`config.mk`:
```
export PLATFORM = sky130hd
export DESIGN_NAME = branch_target_buffer_chained_top
export DESIGN_NICKNAME = d
export VERILOG_FILES = /design/src/rtl/btbc_pkg.sv /design/src/rtl/btbc_cell.sv /design/src/rtl/btbc_row.sv /design/src/rtl/branch_target_buffer_chained_top.sv
export SDC_FILE = /design/constraint.sdc
export NUM_CORES = 2
export LEC_CHECK = 0
export ABC_AREA = 1
export BUFFER_PORTS_ARGS = -buffer_cell sky130_fd_sc_hd__buf_2
export CORE_ASPECT_RATIO = 0.9
export CORE_UTILIZATION = 35
export DETAILED_ROUTE_END_ITERATION = 8
export PLACE_DENSITY_LB_ADDON = 0.2
export SLEW_MARGIN = 20
export SYNTH_ARGS = -nofsm -noshare
export SYNTH_HDL_FRONTEND = slang
export SYNTH_SLANG_ARGS = --single-unit
```
`constraint.sdc`:
```
create_clock -name i_clk -period 20.7 [get_ports i_clk]
set_input_delay 4.14 -clock i_clk [delete_from_list [all_inputs] [get_ports i_clk]]
set_output_delay 4.14 -clock i_clk [all_outputs]
set_load 0.1 [all_outputs]
```
`src/rtl/btbc_pkg.sv`:
```
// btbc_pkg: shared types and constants of the chained branch target buffer
// used by the cell, the cell row and the top level; depends on nothing
`timescale 1ns / 1ps
`default_nettype none

package btbc_pkg;

    // fixed width of the address fields on the ports
    localparam int FIELD_W   = 64;
    // width of the chain position field
    localparam int SLOT_W    = 3;
    // fall-through step when no entry matches
    localparam int NEXT_STEP = 4;

    typedef logic [SLOT_W-1:0] t_slot;

    // per-cell control from the row
    typedef struct packed {
        logic load;   // take the entry of the neighbour below
        logic clear;  // flush the entry to zero
    } t_cell_ctrl;

    // update request from the sequencer to the row
    typedef struct packed {
        logic apply;  // update requested this cycle
        logic flush;  // clear the table this cycle
        logic exe;    // executed flag of the update
    } t_upd_req;

endpackage

`default_nettype wire

```
`src/rtl/btbc_cell.sv`:
```
// btbc_cell: one table entry with its tag comparator
// depends on btbc_pkg
`timescale 1ns / 1ps
`default_nettype none

module btbc_cell #(
    parameter int ADDR_BITS = 64
) (
    input  wire logic                   i_clk,
    input  wire logic                   i_rst_n,
    input  wire btbc_pkg::t_cell_ctrl   i_ctrl,
    input  wire logic [ADDR_BITS-1:0]   i_key,
    input  wire logic [ADDR_BITS-1:0]   i_tag,
    input  wire logic [ADDR_BITS-1:0]   i_target,
    input  wire logic                   i_exec,
    output logic      [ADDR_BITS-1:0]   o_tag,
    output logic      [ADDR_BITS-1:0]   o_target,
    output logic                        o_exec,
    output logic                        o_hit
);

    logic [ADDR_BITS-1:0] r_tag;
    logic [ADDR_BITS-1:0] r_target;
    logic                 r_exec;

    // entry storage: flush and reset clear, load shifts in from below
    always_ff @(posedge i_clk) begin
        if (!i_rst_n || i_ctrl.clear) begin
            r_tag    <= '0;
            r_target <= '0;
            r_exec   <= 1'b0;
        end else if (i_ctrl.load) begin
            r_tag    <= i_tag;
            r_target <= i_target;
            r_exec   <= i_exec;
        end
    end

    // tag compare against the broadcast key
    assign o_hit    = (r_tag == i_key);
    assign o_tag    = r_tag;
    assign o_target = r_target;
    assign o_exec   = r_exec;

endmodule

`default_nettype wire

```
`src/rtl/btbc_row.sv`:
```
// btbc_row: row of entry cells with lookup select and move-to-front update
// depends on btbc_pkg and btbc_cell
`timescale 1ns / 1ps
`default_nettype none

module btbc_row #(
    parameter int ENTRIES   = 8,
    parameter int ADDR_BITS = 64
) (
    input  wire logic                   i_clk,
    input  wire logic                   i_rst_n,
    input  wire logic [ADDR_BITS-1:0]   i_key,
    input  wire btbc_pkg::t_upd_req     i_upd,
    input  wire logic [ADDR_BITS-1:0]   i_wtarget,
    output logic                        o_lk_hit,
    output logic      [ADDR_BITS-1:0]   o_lk_target,
    output logic                        o_lk_exec
);

    logic [ADDR_BITS-1:0] w_tag    [ENTRIES];
    logic [ADDR_BITS-1:0] w_target [ENTRIES];
    logic [ENTRIES-1:0]   w_exec;
    logic [ENTRIES-1:0]   w_hit;
    logic [ENTRIES-1:0]   w_below;
    logic [ENTRIES-1:0]   w_above;
    logic                 w_hi_exec;
    logic                 w_blocked;
    btbc_pkg::t_cell_ctrl w_ctrl [ENTRIES];

    // the cells, each fed by its lower neighbour; cell 0 takes the new entry
    for (genvar g = 0; g < ENTRIES; g++) begin : g_cell
        if (g == 0) begin : g_head
            btbc_cell #(.ADDR_BITS(ADDR_BITS)) u_cell (
                .i_clk    (i_clk),
                .i_rst_n  (i_rst_n),
                .i_ctrl   (w_ctrl[g]),
                .i_key    (i_key),
                .i_tag    (i_key),
                .i_target (i_wtarget),
                .i_exec   (i_upd.exe),
                .o_tag    (w_tag[g]),
                .o_target (w_target[g]),
                .o_exec   (w_exec[g]),
                .o_hit    (w_hit[g])
            );
        end else begin : g_body
            btbc_cell #(.ADDR_BITS(ADDR_BITS)) u_cell (
                .i_clk    (i_clk),
                .i_rst_n  (i_rst_n),
                .i_ctrl   (w_ctrl[g]),
                .i_key    (i_key),
                .i_tag    (w_tag[g-1]),
                .i_target (w_target[g-1]),
                .i_exec   (w_exec[g-1]),
                .o_tag    (w_tag[g]),
                .o_target (w_target[g]),
                .o_exec   (w_exec[g]),
                .o_hit    (w_hit[g])
            );
        end
    end

    // hits below and above each cell
    always_comb begin
        w_below[0] = 1'b0;
        for (int i = 1; i < ENTRIES; i++) begin
            w_below[i] = w_below[i-1] | w_hit[i-1];
        end
        w_above[ENTRIES-1] = 1'b0;
        for (int i = ENTRIES - 2; i >= 0; i--) begin
            w_above[i] = w_above[i+1] | w_hit[i+1];
        end
    end

    // lowest match drives the lookup, highest match gives the block flag
    always_comb begin
        o_lk_target = '0;
        o_lk_exec   = 1'b0;
        w_hi_exec   = 1'b0;
        for (int i = 0; i < ENTRIES; i++) begin
            if (w_hit[i] && !w_below[i]) begin
                o_lk_target = o_lk_target | w_target[i];
                o_lk_exec   = o_lk_exec | w_exec[i];
            end
            if (w_hit[i] && !w_above[i]) begin
                w_hi_exec = w_hi_exec | w_exec[i];
            end
        end
    end

    assign o_lk_hit  = |w_hit;
    assign w_blocked = w_hi_exec & ~i_upd.exe;

    // shift cells up to and including the first match; flush clears all
    always_comb begin
        for (int i = 0; i < ENTRIES; i++) begin
            w_ctrl[i].load  = i_upd.apply & ~w_blocked & ~w_below[i];
            w_ctrl[i].clear = i_upd.flush;
        end
    end

endmodule

`default_nettype wire

```
`src/rtl/branch_target_buffer_chained_top.sv`:
```
// the first prediction is registered by the first chain step after the request
// a request is taken in the idle state; its chain then does one lookup in the
// cell row per chain position
// the update and flush land in the cycle that registers the final prediction
// a new request is taken once the final prediction of the chain is registered
// reset (synchronous, active low) clears every entry and the control state
// depends on btbc_pkg and btbc_row
`timescale 1ns / 1ps
`default_nettype none

module branch_target_buffer_chained_top #(
    parameter int ENTRIES     = 8,
    parameter int CHAIN_DEPTH = 5,
    parameter int ADDR_BITS   = 64
) (
    input  wire logic                          i_clk,
    input  wire logic                          i_rst_n,
    input  wire logic                          i_in_valid,
    output logic                               o_in_ready,
    input  wire logic [btbc_pkg::FIELD_W-1:0]  i_fetch_addr,
    input  wire logic                          i_executed,
    input  wire logic                          i_write_en,
    input  wire logic [btbc_pkg::FIELD_W-1:0]  i_write_addr,
    input  wire logic [btbc_pkg::FIELD_W-1:0]  i_write_target,
    input  wire logic                          i_flush,
    output logic                               o_out_valid,
    input  wire logic                          i_out_ready,
    output logic      [btbc_pkg::SLOT_W-1:0]   o_slot,
    output logic      [btbc_pkg::FIELD_W-1:0]  o_pred_addr,
    output logic                               o_pred_executed,
    output logic                               o_last
);

    typedef enum logic {
        S_IDLE,
        S_RUN
    } t_state;

    localparam btbc_pkg::t_slot LastSlot = btbc_pkg::t_slot'(CHAIN_DEPTH - 1);

    t_state               r_state;
    btbc_pkg::t_slot      r_k;
    logic [ADDR_BITS-1:0] r_cur;
    logic                 r_cur_exec;
    logic                 r_exe;
    logic                 r_we;
    logic                 r_flush;
    logic [ADDR_BITS-1:0] r_waddr;
    logic [ADDR_BITS-1:0] r_wtarget;
    logic                 r_out_valid;
    btbc_pkg::t_slot      r_slot;
    logic [ADDR_BITS-1:0] r_pred_addr;
    logic                 r_pred_exec;
    logic                 r_last;

    logic                 w_step;
    logic                 w_is_last;
    logic [ADDR_BITS-1:0] w_key;
    logic                 w_lk_hit;
    logic [ADDR_BITS-1:0] w_lk_target;
    logic                 w_lk_exec;
    btbc_pkg::t_upd_req   w_upd;

    // a chain step moves whenever the output register is free or drained
    assign w_step    = (r_state == S_RUN) && (!r_out_valid || i_out_ready);
    assign w_is_last = (r_k == LastSlot);
    // final step probes the update tag instead of the chain address
    assign w_key     = w_is_last ? r_waddr : r_cur;

    assign w_upd.apply = w_step & w_is_last & r_we;
    assign w_upd.flush = w_step & w_is_last & r_flush;
    assign w_upd.exe   = r_exe;

    btbc_row #(
        .ENTRIES   (ENTRIES),
        .ADDR_BITS (ADDR_BITS)
    ) u_row (
        .i_clk       (i_clk),
        .i_rst_n     (i_rst_n),
        .i_key       (w_key),
        .i_upd       (w_upd),
        .i_wtarget   (r_wtarget),
        .o_lk_hit    (w_lk_hit),
        .o_lk_target (w_lk_target),
        .o_lk_exec   (w_lk_exec)
    );

    // sequencer and output register
    always_ff @(posedge i_clk) begin
        if (!i_rst_n) begin
            r_state     <= S_IDLE;
            r_out_valid <= 1'b0;
            r_k         <= '0;
        end else begin
            unique case (r_state)
                S_IDLE: begin
                    if (r_out_valid && i_out_ready) begin
                        r_out_valid <= 1'b0;
                    end
                    if (i_in_valid) begin
                        r_state    <= S_RUN;
                        r_k        <= '0;
                        r_cur      <= i_fetch_addr[ADDR_BITS-1:0];
                        r_cur_exec <= i_executed;
                        r_exe      <= i_executed;
                        r_we       <= i_write_en;
                        r_flush    <= i_flush;
                        r_waddr    <= i_write_addr[ADDR_BITS-1:0];
                        r_wtarget  <= i_write_target[ADDR_BITS-1:0];
                    end
                end
                S_RUN: begin
                    if (w_step) begin
                        r_out_valid <= 1'b1;
                        r_slot      <= r_k;
                        r_pred_addr <= r_cur;
                        r_pred_exec <= r_cur_exec;
                        r_last      <= w_is_last;
                        if (w_is_last) begin
                            r_state <= S_IDLE;
                        end else begin
                            r_k        <= r_k + 1'b1;
                            r_cur      <= w_lk_hit ? w_lk_target
                                        : r_cur + ADDR_BITS'(btbc_pkg::NEXT_STEP);
                            r_cur_exec <= w_lk_hit & w_lk_exec;
                        end
                    end
                end
                default: begin
                    r_state <= S_IDLE;
                end
            endcase
        end
    end

    assign o_in_ready      = (r_state == S_IDLE);
    assign o_out_valid     = r_out_valid;
    assign o_slot          = r_slot;
    assign o_pred_addr     = btbc_pkg::FIELD_W'(r_pred_addr);
    assign o_pred_executed = r_pred_exec;
    assign o_last          = r_last;

endmodule

`default_nettype wire

```
## Word-level counts from Yosys, hierarchy flattened

Cells that the tools add are included.

| storage, ports and cells | value |
|---|---|
| bits in registers | 1,302 |
| bits of input ports | 199 |
| output and inout port bits | 71 |
| logic and storage cells | 194 |

| cells by class | value |
|---|---|
| add/subtract/negate cells | 2 |
| equality and inequality tests | 13 |
| mux-type cells | 45 |
| bitwise logic cells | 56 |
| reductions and logical operators | 40 |

Operators with widths:

| operator | count |
|---|---|
| $mux W64 | 13 |
| $eq A64 B64 Y1 | 8 |
| $or A64 B64 Y64 | 7 |
| $pmux W64 S2 | 1 |
| $add A64 B3 Y64 const B | 1 |
| $or A1 B1 Y1 | 26 |
| $mux W1 | 24 |
| $logic_and A1 B1 Y1 | 16 |
| $logic_not A1 Y1 | 16 |
| $and A1 B1 Y1 | 13 |
| $not A1 Y1 | 10 |
| $mux W3 | 3 |
| $reduce_and A3 Y1 | 3 |
| $reduce_or A8 Y1 | 1 |
| $pmux W1 S2 | 3 |
| $pmux W3 S2 | 1 |
| $ne A2 B1 Y1 const B | 2 |
| $ne A2 B2 Y1 const B | 2 |
| $reduce_and A4 Y1 | 1 |
| $add A3 B1 Y3 const B | 1 |
| $eq A3 B3 Y1 const B | 1 |
| $logic_or A1 B1 Y1 | 2 |
| $reduce_and A2 Y1 | 1 |

## Logic depth before layout (Yosys ltp)

| depth | value |
|---|---|
| word-level depth | 30 |
| gate-level depth with buffers | 31 |
| gate-level depth less buffers | 25 |

## Cells and area by module

From an unflattened synthesis, not the netlist that was laid out.

| second synthesis, totals | value |
|---|---|
| cell total of the unflattened synthesis | 7,763 |
| area, all modules | 59,228.1 µm² |

By module, submodules not included:

| module | instances | cells an instance | area an instance (µm²) | sequential area each (µm²) |
|---|---|---|---|---|
| btbc_cell | 8 | 718 | 5,401.4 | 2,582.5 |
| branch_target_buffer_chained_top | 1 | 1,258 | 12,472.0 | 8,057.7 |
| btbc_row | 1 | 761 | 3,544.6 | 0.0 |

## Worst setup path after synthesis

OpenSTA, ideal clock, no wires.

| path | value |
|---|---|
| kind | input to register |
| start | input port i_rst_n |
| end | register r_exe, enable pin |
| setup time | 627 ps |
| arrival time | 9,694 ps |
| data required time | 20,073 ps |
| path slack | 10,379 ps |
| stages on the path | 2 |
| buffers on the path | 0 |
| cell sequence | nand2_1 > nor2_1 |

| on the way | value |
|---|---|
| longest elaborated chain between the ends | 1 |

RTL lines:

| element | RTL line | RTL |
|---|---|---|
| from (decl) | branch_target_buffer_chained_top.sv:17 | `input wire logic i_rst_n,` |
| $reduce_and A3 Y1 (no line) | n/a |  |
| to (signal assigned) | branch_target_buffer_chained_top.sv:105 | `r_exe <= i_executed;` |
| to (decl) | branch_target_buffer_chained_top.sv:45 | `logic r_exe;` |

No other way between the ends.
A chain may end at the register's enable or synchronous reset.

## Worst setup path after layout

| path | value |
|---|---|
| start | register r_k[0] |
| end | register u_row.g_cell[5].g_body.u_cell.r_target[17] |

| on the way | value |
|---|---|
| longest elaborated chain between the ends | 30 |
| elaborated cells between the ends (all ways) | 58 |
| classes of those cells | eq/ne: 9; mux: 9; bitwise: 25; reduce/logical: 15 |

RTL lines:

| element | RTL line | RTL |
|---|---|---|
| from (decl) | branch_target_buffer_chained_top.sv:42 | `btbc_pkg::t_slot r_k;` |
| from (signal assigned) | branch_target_buffer_chained_top.sv:122 | `r_k <= r_k + 1'b1;` |
| $eq A3 B3 Y1 * | branch_target_buffer_chained_top.sv:66 | `assign w_is_last = (r_k == LastSlot);` |
| $mux W64 | branch_target_buffer_chained_top.sv:68 | `assign w_key = w_is_last ? r_waddr : r_cur;` |
| $eq A64 B64 Y1 | btbc_cell.sv:40 | `assign o_hit = (r_tag == i_key);` |
| $or A1 B1 Y1 (6 in a row) | btbc_row.sv:71 | `w_above[i] = w_above[i+1] \| w_hit[i+1];` |
| $logic_not A1 Y1 | btbc_row.sv:85 | `if (w_hit[i] && !w_above[i]) begin` |
| $logic_and A1 B1 Y1 | btbc_row.sv:85 |  |
| $mux W1 | btbc_row.sv:85 |  |
| $or A1 B1 Y1 | btbc_row.sv:86 | `w_hi_exec = w_hi_exec \| w_exec[i];` |
| [... 8 more ...] | n/a |  |
| $mux W1 | btbc_row.sv:85 |  |
| $or A1 B1 Y1 | btbc_row.sv:86 |  |
| $mux W1 | btbc_row.sv:85 |  |
| $or A1 B1 Y1 | btbc_row.sv:86 |  |
| $mux W1 | btbc_row.sv:85 |  |
| $and A1 B1 Y1 | btbc_row.sv:92 | `assign w_blocked = w_hi_exec & ~i_upd.exe;` |
| $not A1 Y1 | btbc_row.sv:97 | `w_ctrl[i].load = i_upd.apply & ~w_blocked & ~w_below[i];` |
| $and A1 B1 Y1 (2 in a row) | btbc_row.sv:97 |  |
| to (signal assigned) | btbc_cell.sv:34 | `r_target <= i_target;` |
| to (decl) | btbc_cell.sv:23 | `logic [ADDR_BITS-1:0] r_target;` |

Mark *: on every way between the ends. The rest lies on a longest branch, timed or not.

==> results.cfg <==
[place]
detailed_place_hpwl_microns = 255000
quantity_of_i_o_buffers_inserted_on_ports = 269
gp_routability_congestion = 1.08

[power]
powerDensity_nw_per_um2 = 73.7
total_leakage_power_nw = 37.7
peak_supply_drop_v = 0.0000635

[final_layout]
drive_gt1_frac = 0.0598
num-nets-final = 11700
syn_to_final_growth_pct = 10.2

[floorplan]
floorplan.die_area_sq_um = 211000
io_pins = 270
row_count = 158
initial_standard_cell_utilization_of_the_core = 0.354
fp.dieH_microns = 436
core_region_area_sq_um = 207000
die-width_microns = 484

[grt]
grt_pass1_vias = 68200
grt_antenna_before_repair = 36
wire_length_of_the_first_global_routing_pass_microns = 509000
overflow = 0
grt.total_usage = 0.333
grt_start_max_net_pins = 203

[sta]
setup_repair_after_global_routing_missed_its_margin = false
setup-tns-final_ns = 0
finalCriticalPeriod_ns = 10.03
tightestPinTransition_ns = 1.22
report.final.setup_viol = 0
layout_worst_path_cycle_share = 0.484
clock-skew-final_ns = 0.0766
hold_viol_final = 0
maxSlewViolCount = 0
timing.hold.ws_ns = 0.433
fmaxAchievable_mhz = 99.7
tightest_slew_margin_relative_to_the_limit = 0.178

[synthesis]
synth_async_sr_flop_share = 0
ys_top_cells_by_area = sky130_fd_sc_hd__dfxtp_1 (28%), sky130_fd_sc_hd__nand2_1 (18%), sky130_fd_sc_hd__edfxtp_1 (11%)
yosys_warnings = 0
synth_enable_flop_cells = 265
netlist_top_cells_count = sky130_fd_sc_hd__nand2_1 (3,577), sky130_fd_sc_hd__inv_1 (2,103), sky130_fd_sc_hd__nor2_1 (1,872), sky130_fd_sc_hd__dfxtp_1 (1,037), sky130_fd_sc_hd__nand4_1 (946)
ys_seq_elements = 1302
yosysTopAreaCellShare = 0.283
syn-cell-area_sq_um = 73300
yosys_most_used_dff = sky130_fd_sc_hd__dfxtp_1
netlist_instances = 11700
post-synth-top-count-cell = sky130_fd_sc_hd__nand2_1
post_synth_cell_types = 38
synthDominantAreaCellType = sky130_fd_sc_hd__dfxtp_1
mappedNetlistNets = 11900
synth.avg_cell_area_sq_um = 6.27
ys_seq_area_frac = 0.392

[clocking]
clkSlewWorstSetupHoldPaths_ns = 0.07
library_cell_used_as_clock_root_buffer = sky130_fd_sc_hd__clkbuf_16
cts_resized = 0
clock_insertion_delay_worst_skew_ns = 0.86
cts-htree-levels = 4
cts_hold_buf = 0
post_cts.repair.setup_buffers = 0
ctsLongestPathBuffers = 3
tritoncts.num_buffers = 155
clock_tree_from_tritoncts = built
clock_sink_count = 1302

[worst_setup_path]
worst-setup-path-type = flip-flop to flip-flop
crit_slowest_cell = sky130_fd_sc_hd__nand3_4
minimum_setup_slack_among_reg_to_reg_paths_ns = 10.67
most_common_cell_type_on_the_critical_path = sky130_fd_sc_hd__nand2_1
timing.critical_path.depth = 28
critPathMaxFanout = 68
crit_path_max_incr_delay_ns = 0.92
critPathBufInv = 7
type_of_element_launching_the_critical_path = flip-flop
worst_ep_required_time_ns = 21.46
ff2ff_path_depth = 28
cp_data_arrival_time_ns = 10.78
rr_endpoint = u_row.g_cell[5].g_body.u_cell.o_target[17]$_SDFFE_PP0P_
setup.worst_path.end_class = flip-flop
delay_heaviest_family_cp = simple AND/OR/NAND/NOR gates
timing.rr.start = r_k[0]$_SDFFE_PN0P_

[detailed_routing]
drcViolationCount = 0
drt_first_iter_violations = 9896
num_vias = 75500
postRouteWirelength_microns = 362000
detail_route.first_pass.iterations = 6
detail_route.vias_per_cell = 5.25
antenna_violating_nets_post_route = 0
routedWlPerCell_microns = 25.2

[hold_path]
hold_path.class = flip-flop to flip-flop
worst_hold_startpoint = r_cur_exec$_DFFE_PP_
hold_path_depth = 0
hold_end = o_pred_executed$_DFFE_PP_

[job]
drv.max_cap_violation_count = 0

[run_status]
outcome = complete, no violations
-- kinds of logic after synthesis --
group	synth area share
compound gates	0.0127
simple gates	0.418
xor+xnor	0.0214
flops	0.392
buf+inv	0.156
fa+ha+maj	0.000512
-- metrics by stage --
| stage | power [W] | worst slack, ns | cell area (sq um) | instances | util |
|---|---|---|---|---|---|
| 5_1_grt | 0.00611 | 10.56 | 80800 | 14400 | 0.390 |
| 3_3_place_gp | 0.00316 | 11.18 | 75700 | 14100 | 0.365 |
| 4_1_cts | 0.00598 | 11.04 | 80800 | 14400 | 0.390 |
| 2_1_floorplan | 0.00295 | 10.38 | 73300 | 11700 | - |
| 3_5_place_dp | 0.00316 | 11.11 | 75700 | 14100 | 0.365 |
| 6_report | 0.00595 | 10.67 | 80800 | 14400 | 0.390 |
-- cell usage in the layout, fill, tap and decap left out, types with 7 or more instances in the layout --
cell,count
sky130_fd_sc_hd__xor2_1,172
sky130_fd_sc_hd__a22oi_1,15
sky130_fd_sc_hd__clkinv_1,13
sky130_fd_sc_hd__clkinv_2,21
sky130_fd_sc_hd__o22ai_1,8
sky130_fd_sc_hd__o21ai_0,114
sky130_fd_sc_hd__nand4_1,946
sky130_fd_sc_hd__buf_12,7
sky130_fd_sc_hd__inv_1,2101
sky130_fd_sc_hd__nor3_1,31
sky130_fd_sc_hd__nand3_4,7
sky130_fd_sc_hd__nand2_1,3575
sky130_fd_sc_hd__nor2_4,9
sky130_fd_sc_hd__a21oi_1,28
sky130_fd_sc_hd__nor4_1,11
sky130_fd_sc_hd__buf_2,269
sky130_fd_sc_hd__xnor2_1,7
sky130_fd_sc_hd__bufinv_16,8
sky130_fd_sc_hd__nand2_2,47
sky130_fd_sc_hd__diode_2,10
sky130_fd_sc_hd__inv_2,15
sky130_fd_sc_hd__clkbuf_1,49
sky130_fd_sc_hd__nand3_1,709
sky130_fd_sc_hd__nor2_1,1866
sky130_fd_sc_hd__clkbuf_8,22
sky130_fd_sc_hd__dfxtp_1,1035
sky130_fd_sc_hd__clkbuf_16,157
sky130_fd_sc_hd__buf_4,97
sky130_fd_sc_hd__edfxtp_1,265
-- metal layers --
layer / GRT usage / wire length [microns] / vias to the layer above
met1: 0.448 / 153000 / 35800
li1: - / - / 35400
met2: 0.484 / 150000 / 3584
met3: 0.0782 / 35700 / 663
met4: 0.191 / 23900 / 28
met5: 0 / 172 / -
-- worst max-delay path by stage --
stage	endpoint	slack, ns	startpoint
floorplan	r_exe$_DFFE_PP_	10.38	i_rst_n
global placement	u_row.g_cell[5].g_body.u_cell.o_target[7]$_SDFFE_PP0P_	11.18	r_k[0]$_SDFFE_PN0P_
detailed placement	u_row.g_cell[5].g_body.u_cell.o_target[16]$_SDFFE_PP0P_	11.11	r_k[0]$_SDFFE_PN0P_
CTS	u_row.g_cell[5].g_body.u_cell.o_target[17]$_SDFFE_PP0P_	11.04	r_k[0]$_SDFFE_PN0P_
global route	u_row.g_cell[5].g_body.u_cell.o_target[15]$_SDFFE_PP0P_	10.56	r_k[0]$_SDFFE_PN0P_
finish	u_row.g_cell[5].g_body.u_cell.o_target[17]$_SDFFE_PP0P_	10.67	r_k[0]$_SDFFE_PN0P_
-- layout make-up --
cell class              count  area [sq um]
diodes                     10          25.0
clock buffers             228          4420
clock inverters            59           697
repair buffers            373          2210
flip-flops and latches   1302         28700
fillers                 22300        126000
inverters                2123          7980
multi-input cells        7572         33300
well taps                2720          3400
-- sequential cells by signal, summed over array words and instances (netlist names), 3 cells and up --
signal	count
r_wtarget	64
u_row.g_cell.g_head.u_cell.o_tag	64
u_row.g_cell.g_body.u_cell.o_exec	7
u_row.g_cell.g_body.u_cell.o_tag	448
r_waddr	64
o_slot	3
o_pred_addr	64
u_row.g_cell.g_head.u_cell.o_target	64
r_cur	64
u_row.g_cell.g_body.u_cell.o_target	448
r_k	3
-- power by group --
part	total [W]	internal (W)	switching (W)
logic	0.000457	0.0000997	0.000358
registers	0.00266	0.00262	0.0000405
clock network	0.00284	0.00159	0.00124
total	0.00595	0.00431	0.00164
Note: power is estimated with default switching activity, not from simulation.
